File: src/design/irct_pkg.sv
// Shared types and codes for the in-flight range conflict table.
// Holds the request and result transaction structs, the scan token and the commit command.
// No dependencies; every other file in this folder imports it.
package irct_pkg;

    // Request kinds
    localparam logic KIND_ADD    = 1'b0;
    localparam logic KIND_REMOVE = 1'b1;

    // Result status codes
    localparam logic [2:0] STATUS_ADDED     = 3'd0;
    localparam logic [2:0] STATUS_OVERLAP   = 3'd1;
    localparam logic [2:0] STATUS_DUPLICATE = 3'd2;
    localparam logic [2:0] STATUS_FULL      = 3'd3;
    localparam logic [2:0] STATUS_REMOVED   = 3'd4;

    // Width of the reported count field
    localparam int unsigned COUNT_OUT_W = 5;

    typedef struct packed {
        logic        kind;
        logic [63:0] request_id;
        logic [63:0] range_start;
        logic [63:0] range_end;
    } irct_req_t;

    typedef struct packed {
        logic [2:0]             status;
        logic [COUNT_OUT_W-1:0] in_flight_count;
    } irct_rsp_t;

    // Token walking down the chain, gathering what the cells have seen
    typedef struct packed {
        logic active;
        logic overlap;
        logic dup;
        logic free;
    } irct_tok_t;

    // Commit command broadcast to all cells once the scan has finished
    typedef struct packed {
        logic wr;
        logic clr;
    } irct_cmd_t;

endpackage

File: src/design/irct_cell.sv
// One entry of the in-flight range conflict table, as a cell of the scan chain.
// Compares its entry with the current request and passes the token on to its neighbour.
// Depends on irct_pkg.
module irct_cell (
    input  logic                clk,
    input  logic                rst_n,
    input  irct_pkg::irct_req_t req,
    input  irct_pkg::irct_tok_t tok_in,
    input  irct_pkg::irct_cmd_t cmd,
    output irct_pkg::irct_tok_t tok_out
);
    import irct_pkg::*;

    logic        valid_reg;
    logic        valid_next;
    logic [63:0] id_reg;
    logic [63:0] first_reg;
    logic [63:0] last_reg;
    logic        pick_free_reg;
    logic        pick_free_next;
    logic        pick_id_reg;
    logic        pick_id_next;
    irct_tok_t   tok_reg;
    irct_tok_t   tok_next;
    logic        hit_range;
    logic        hit_id;
    logic        do_write;

    // Compare the stored entry with the request
    assign hit_range = valid_reg && (last_reg >= req.range_start)
                       && (first_reg <= req.range_end);
    assign hit_id    = valid_reg && (id_reg == req.request_id);
    assign do_write  = cmd.wr && pick_free_reg;

    // Merge this cell's findings into the token, mark this cell as a target and apply a commit to its valid bit
    always_comb
    begin
        tok_next.active = tok_in.active;
        tok_next.overlap = tok_in.overlap | hit_range;
        tok_next.dup = tok_in.dup | hit_id;
        tok_next.free = tok_in.free | !valid_reg;
        pick_free_next = pick_free_reg;
        pick_id_next = pick_id_reg;
        if (tok_in.active)
        begin
            pick_free_next = !tok_in.free && !valid_reg;
            pick_id_next = !tok_in.dup && hit_id;
        end
        valid_next = valid_reg;
        if (do_write)
        begin
            valid_next = 1'b1;
        end
        else if (cmd.clr && pick_id_reg)
        begin
            valid_next = 1'b0;
        end
    end

    // Advance control state
    always_ff @(posedge clk or negedge rst_n)
    begin
        if (!rst_n)
        begin
            valid_reg <= 1'b0;
            pick_free_reg <= 1'b0;
            pick_id_reg <= 1'b0;
            tok_reg <= '0;
        end
        else
        begin
            valid_reg <= valid_next;
            pick_free_reg <= pick_free_next;
            pick_id_reg <= pick_id_next;
            tok_reg <= tok_next;
        end
    end

    // Store the entry payload on an admitted add
    always_ff @(posedge clk)
    begin
        if (do_write)
        begin
            id_reg <= req.request_id;
            first_reg <= req.range_start;
            last_reg <= req.range_end;
        end
    end

    assign tok_out = tok_reg;

endmodule

File: config.mk
export PLATFORM = sky130hd
export DESIGN_NAME = irct_cell
export DESIGN_NICKNAME = d
export VERILOG_FILES = /design/src/design/irct_pkg.sv /design/src/design/irct_cell.sv
export SDC_FILE = /design/constraint.sdc
export NUM_CORES = 1
export LEC_CHECK = 0
export BUFFER_PORTS_ARGS = -buffer_cell sky130_fd_sc_hd__buf_2
export CELL_PAD_IN_SITES_DETAIL_PLACEMENT = 1
export CELL_PAD_IN_SITES_GLOBAL_PLACEMENT = 2
export CORE_AREA = 4 4 210 151
export DETAILED_ROUTE_END_ITERATION = 10
export DIE_AREA = 0 0 214 155
export PLACE_DENSITY_LB_ADDON = 0.1
export SYNTH_ARGS = -nofsm -noshare
export SYNTH_HDL_FRONTEND = slang
export SYNTH_SLANG_ARGS = --single-unit
File: constraint.sdc
create_clock -name clk -period 5 [get_ports clk]
set_input_delay 0 -clock clk [delete_from_list [all_inputs] [get_ports clk]]
set_output_delay 0 -clock clk [all_outputs]
set_load 0.1 [all_outputs]
==> results.md <==
- The flow ran to the end, and the final reports show no timing, DRC or antenna violations.
- The measured slew at the worst slew-check pin is 0.9633 ns.
- The fraction of registers with async set/reset is 3.518%.
- The worst setup path is of the flop to flop kind.
- The clock insertion delay at the later pin of the skew report is 0.46 ns.
- The clock tree from TritonCTS is built.
- 205 I/O pins were placed.
- The number of gates resized after cts is 0.
- The min-delay analysis places its worst path in the category primary input to flop.
- The count of buffers from port buffering is 203.
- The first global-routing pass estimated 43.18 mm of wire.
- The total number of clock tree sinks is 199.
- Dividing the synthesized area by the synthesized cell count gives 13.21 um^2.
- For this run, the leading register cell type out of synthesis is sky130_fd_sc_hd__edfxtp_1.
- For this design the ratio of total power to cell area is 274.4 mW/mm^2.
- In this run the clock root is driven by a sky130_fd_sc_hd__clkbuf_16.
- The number of clock buffers added by TritonCTS is 17.
- Dividing the detail-routed wire length by the instance count gives 17.41 um.
- The full die area is 0.03317 mm^2.
- The flip-flop and latch count after synthesis is 199.
- The final layout contains routed wiring with a total length of 27.44 mm.
- Max-cap violations in this run came to 0.
- Dividing the detail-routed via count by the number of cells gives 4.613.
- The number of max-slew violations in the final report is 0.
- Setup repair after global routing left no endpoint under its margin.
- The global-route total usage across every layer is 16.71%.
- The unique cell type count in the Yosys netlist is 44.
- For this run the aggregate overflow at the end of global routing stands at 0.
- Static timing analysis puts the maximum clock frequency at 377.8 MHz.
- Counting flops with a built-in enable in the synthesized netlist gives 192.
- The via count of the first global-routing pass is 8082.
- The placer congestion estimate is 0.7772.
- The largest fanout of any net on the critical path is 2.
- Between clock sinks in the finished design, the worst skew comes to 0.01362 ns.
- The placed wire-length estimate is 19.67 mm.
- Summed over all cells, the static leakage comes to 6.202 nW.
- The peak supply drop is 211.8 uV.
- The width of the die is 214 um.
- The number of nets handed over by synthesis was 1082.
- The filler cell count is 3162.
- The clock passes through at most 2 buffers.
- Of the available clock period, the critical path in the final layout requires 52.94%.
- The floorplan step defined a core boundary enclosing 0.02964 mm^2.
- The post-route netlist has 20.61% of its cells at a drive strength greater than 1.
- Subtracting the final worst setup slack from the clock period gives 2.647 ns.
- The area growth from synthesis to layout is 41.17%.
- The type of element launching the critical path is a flop.
- The hold violation total from the final report is 0.
- For this run, the share of the core covered by cells in the final layout is 47.39%.
- In the routed design, unresolved DRC markers number 0.
- For the worst setup path, the data required time is 5.33 ns.
- The die is 155 um tall.
- The first TritonRoute pass finished after 4 iterations.
- The routed layout has 7270 vias.
- The final layout contains 1505 nets.
- For this block, the initial DRC count from the detailed router was 255.
- During synthesis, Yosys emitted a total of 0 warnings.
- The total negative setup slack is 0 ns.
- The initial antenna violation count is 2.
- The worst setup path is captured at a flop.
- Of the synthesized area, sequential elements account for 59.71%.
- The remaining max-slew budget at the tightest pin is 35.78%.
- Counting every instance in the synthesized netlist gives 753.
- The initialized floorplan defines 53 standard-cell rows.
- The data arrival time of the critical path is 2.97 ns.
- Once the floorplan was initialized, standard cells occupied 33.57% of the core.
- The largest net degree at the start of global routing is 72.
- The mapped netlist covers 0.009950 mm^2.
- The clock-pin slew reported for the worst setup and hold paths after clock tree synthesis is 0.08 ns.
- Setup violations remaining at the end of the flow were counted as 0.
- CTS built an H-tree with a depth of 4.
- Once detail routing completed, the nets flagged for antenna violations numbered 0.
cell type report:
cell class	instances	area, um^2	area share (%)
clock inverters	15	133.9	0.9531
multi-input cells	409	3467	24.68
clock buffers	17	425.4	3.029
repair buffers	404	3048	21.70
flip-flops and latches	199	5941	42.29
inverters	145	544.3	3.875
diodes	2	5.005	0.03563
well taps	385	481.7	3.430
worst max-delay path, stage by stage (launching register included):
cell and delay, ns:
sky130_fd_sc_hd__edfxtp_1 0.39, sky130_fd_sc_hd__ha_1 0.32, sky130_fd_sc_hd__nand4_1 0.15, sky130_fd_sc_hd__nor4_1 0.65, sky130_fd_sc_hd__nand3_1 0.25, sky130_fd_sc_hd__nor4b_2 0.46, sky130_fd_sc_hd__a211oi_1 0.13, sky130_fd_sc_hd__nand3_1 0.10
sky130_fd_sc_hd__a2bb2oi_1 0.08
per-layer routing:
layer	track usage [%]	wire, um	vias up
met5	0	0	-
met4	5.307	482	0
met3	3.339	821	29
met2	27.79	13290	119
met1	22.23	12840	3515
li1	-	-	3607
power breakdown:
group / switching, mW / internal [mW]
logic: 0.283 / 0.284
registers: 0.0243 / 1.91
clock network: 0.693 / 0.659
synth_stat cells, types with 6 or more instances:
library cell	n	share of area [%]
sky130_fd_sc_hd__a21o_1	31	2.3
sky130_fd_sc_hd__a21oi_1	41	2.1
sky130_fd_sc_hd__a221oi_1	6	0.53
sky130_fd_sc_hd__dfrtp_1	7	1.8
sky130_fd_sc_hd__edfxtp_1	192	58
sky130_fd_sc_hd__ha_1	128	16
sky130_fd_sc_hd__inv_1	145	5.5
sky130_fd_sc_hd__nand2_1	19	0.72
sky130_fd_sc_hd__nand3_1	13	0.65
sky130_fd_sc_hd__nand4_1	35	2.2
sky130_fd_sc_hd__nor2_1	9	0.34
sky130_fd_sc_hd__nor3_1	7	0.35
sky130_fd_sc_hd__nor4_1	8	0.50
sky130_fd_sc_hd__o21ai_0	15	0.75
sky130_fd_sc_hd__xnor2_1	27	2.4
sky130_fd_sc_hd__xor2_1	24	2.1
repair_timing:
item,in CTS,in global routing
endpoints found under the hold margin,206,0
hold buffers,199,0
setup endpoints to repair,0,0
buffers inserted,0,0
final timing paths:
kind                            cells after the start  slack, ns                         to                      start
worst min-delay path                                2       0.27    first_reg[17]$_DFFE_PP_                    req[81]
max in group asynchronous                           3       4.20       tok_out[2]$_DFF_PN0_                      rst_n
worst min register to register                      1       0.51  pick_free_reg$_DFFE_PN0P_  pick_free_reg$_DFFE_PN0P_
worst max register to register                      8       2.35       tok_out[2]$_DFF_PN0_    first_reg[53]$_DFFE_PP_
min in group asynchronous                           3       0.53       tok_out[0]$_DFF_PN0_                      rst_n
worst max-delay path                                8       2.35       tok_out[2]$_DFF_PN0_    first_reg[53]$_DFFE_PP_
cells in the final DEF (no fill, tap or decap), types with 2 or more instances in the layout:
cell type / instances
sky130_fd_sc_hd__a211oi_1: 5
sky130_fd_sc_hd__a21o_1: 31
sky130_fd_sc_hd__a21oi_1: 41
sky130_fd_sc_hd__a221o_1: 2
sky130_fd_sc_hd__a221oi_1: 6
sky130_fd_sc_hd__a2bb2oi_1: 2
sky130_fd_sc_hd__and4_1: 2
sky130_fd_sc_hd__buf_12: 2
sky130_fd_sc_hd__buf_2: 203
sky130_fd_sc_hd__clkbuf_16: 17
sky130_fd_sc_hd__clkinv_4: 4
sky130_fd_sc_hd__dfrtp_1: 7
sky130_fd_sc_hd__diode_2: 2
sky130_fd_sc_hd__dlygate4sd3_1: 199
sky130_fd_sc_hd__edfxtp_1: 192
sky130_fd_sc_hd__ha_1: 128
sky130_fd_sc_hd__inv_1: 145
sky130_fd_sc_hd__inv_6: 6
sky130_fd_sc_hd__inv_8: 3
sky130_fd_sc_hd__nand2_1: 19
sky130_fd_sc_hd__nand2b_1: 3
sky130_fd_sc_hd__nand3_1: 13
sky130_fd_sc_hd__nand4_1: 35
sky130_fd_sc_hd__nor2_1: 9
sky130_fd_sc_hd__nor2b_1: 4
sky130_fd_sc_hd__nor3_1: 7
sky130_fd_sc_hd__nor4_1: 8
sky130_fd_sc_hd__o21ai_0: 15
sky130_fd_sc_hd__o221ai_1: 4
sky130_fd_sc_hd__o22ai_1: 3
sky130_fd_sc_hd__or2_2: 2
sky130_fd_sc_hd__xnor2_1: 27
sky130_fd_sc_hd__xor2_1: 24
logic make-up (layout without fill, tap and decap cells):
| family | after synthesis | after routing | share of synthesized area [%] |
|---|---|---|---|
| AOI/OAI and AO/OA | 121 | 121 | 8.049 |
| xor gates and xnor gates | 51 | 51 | 4.489 |
| adders and majority gates | 128 | 128 | 16.10 |
| buffers and inverters | 145 | 581 | 5.470 |
| DFF | 199 | 199 | 59.71 |
| muxes | 1 | 1 | 0.1132 |
| other | 0 | 2 | 0 |
| and+or+nand+nor | 108 | 108 | 6.074 |
per-stage QoR:
| stage | total power, mW | std cells | worst slack (ns) | cell area, um^2 | hold WS [ns] |
|---|---|---|---|---|---|
| 2_1_floorplan | 2.217 | 753 | 1.867 | 9951 | -0.2956 |
| 3_3_place_gp | 2.405 | 1343 | 2.268 | 11490 | -0.1451 |
| 3_5_place_dp | 2.414 | 1343 | 2.211 | 11490 | -0.1437 |
| 4_1_cts | 3.914 | 1574 | 2.197 | 14040 | 0.2320 |
| 5_1_grt | 4.048 | 1576 | 2.007 | 14050 | 0.2586 |
| 6_report | 3.854 | 1576 | 2.353 | 14050 | 0.2672 |
(Power assumes the default switching activity.)
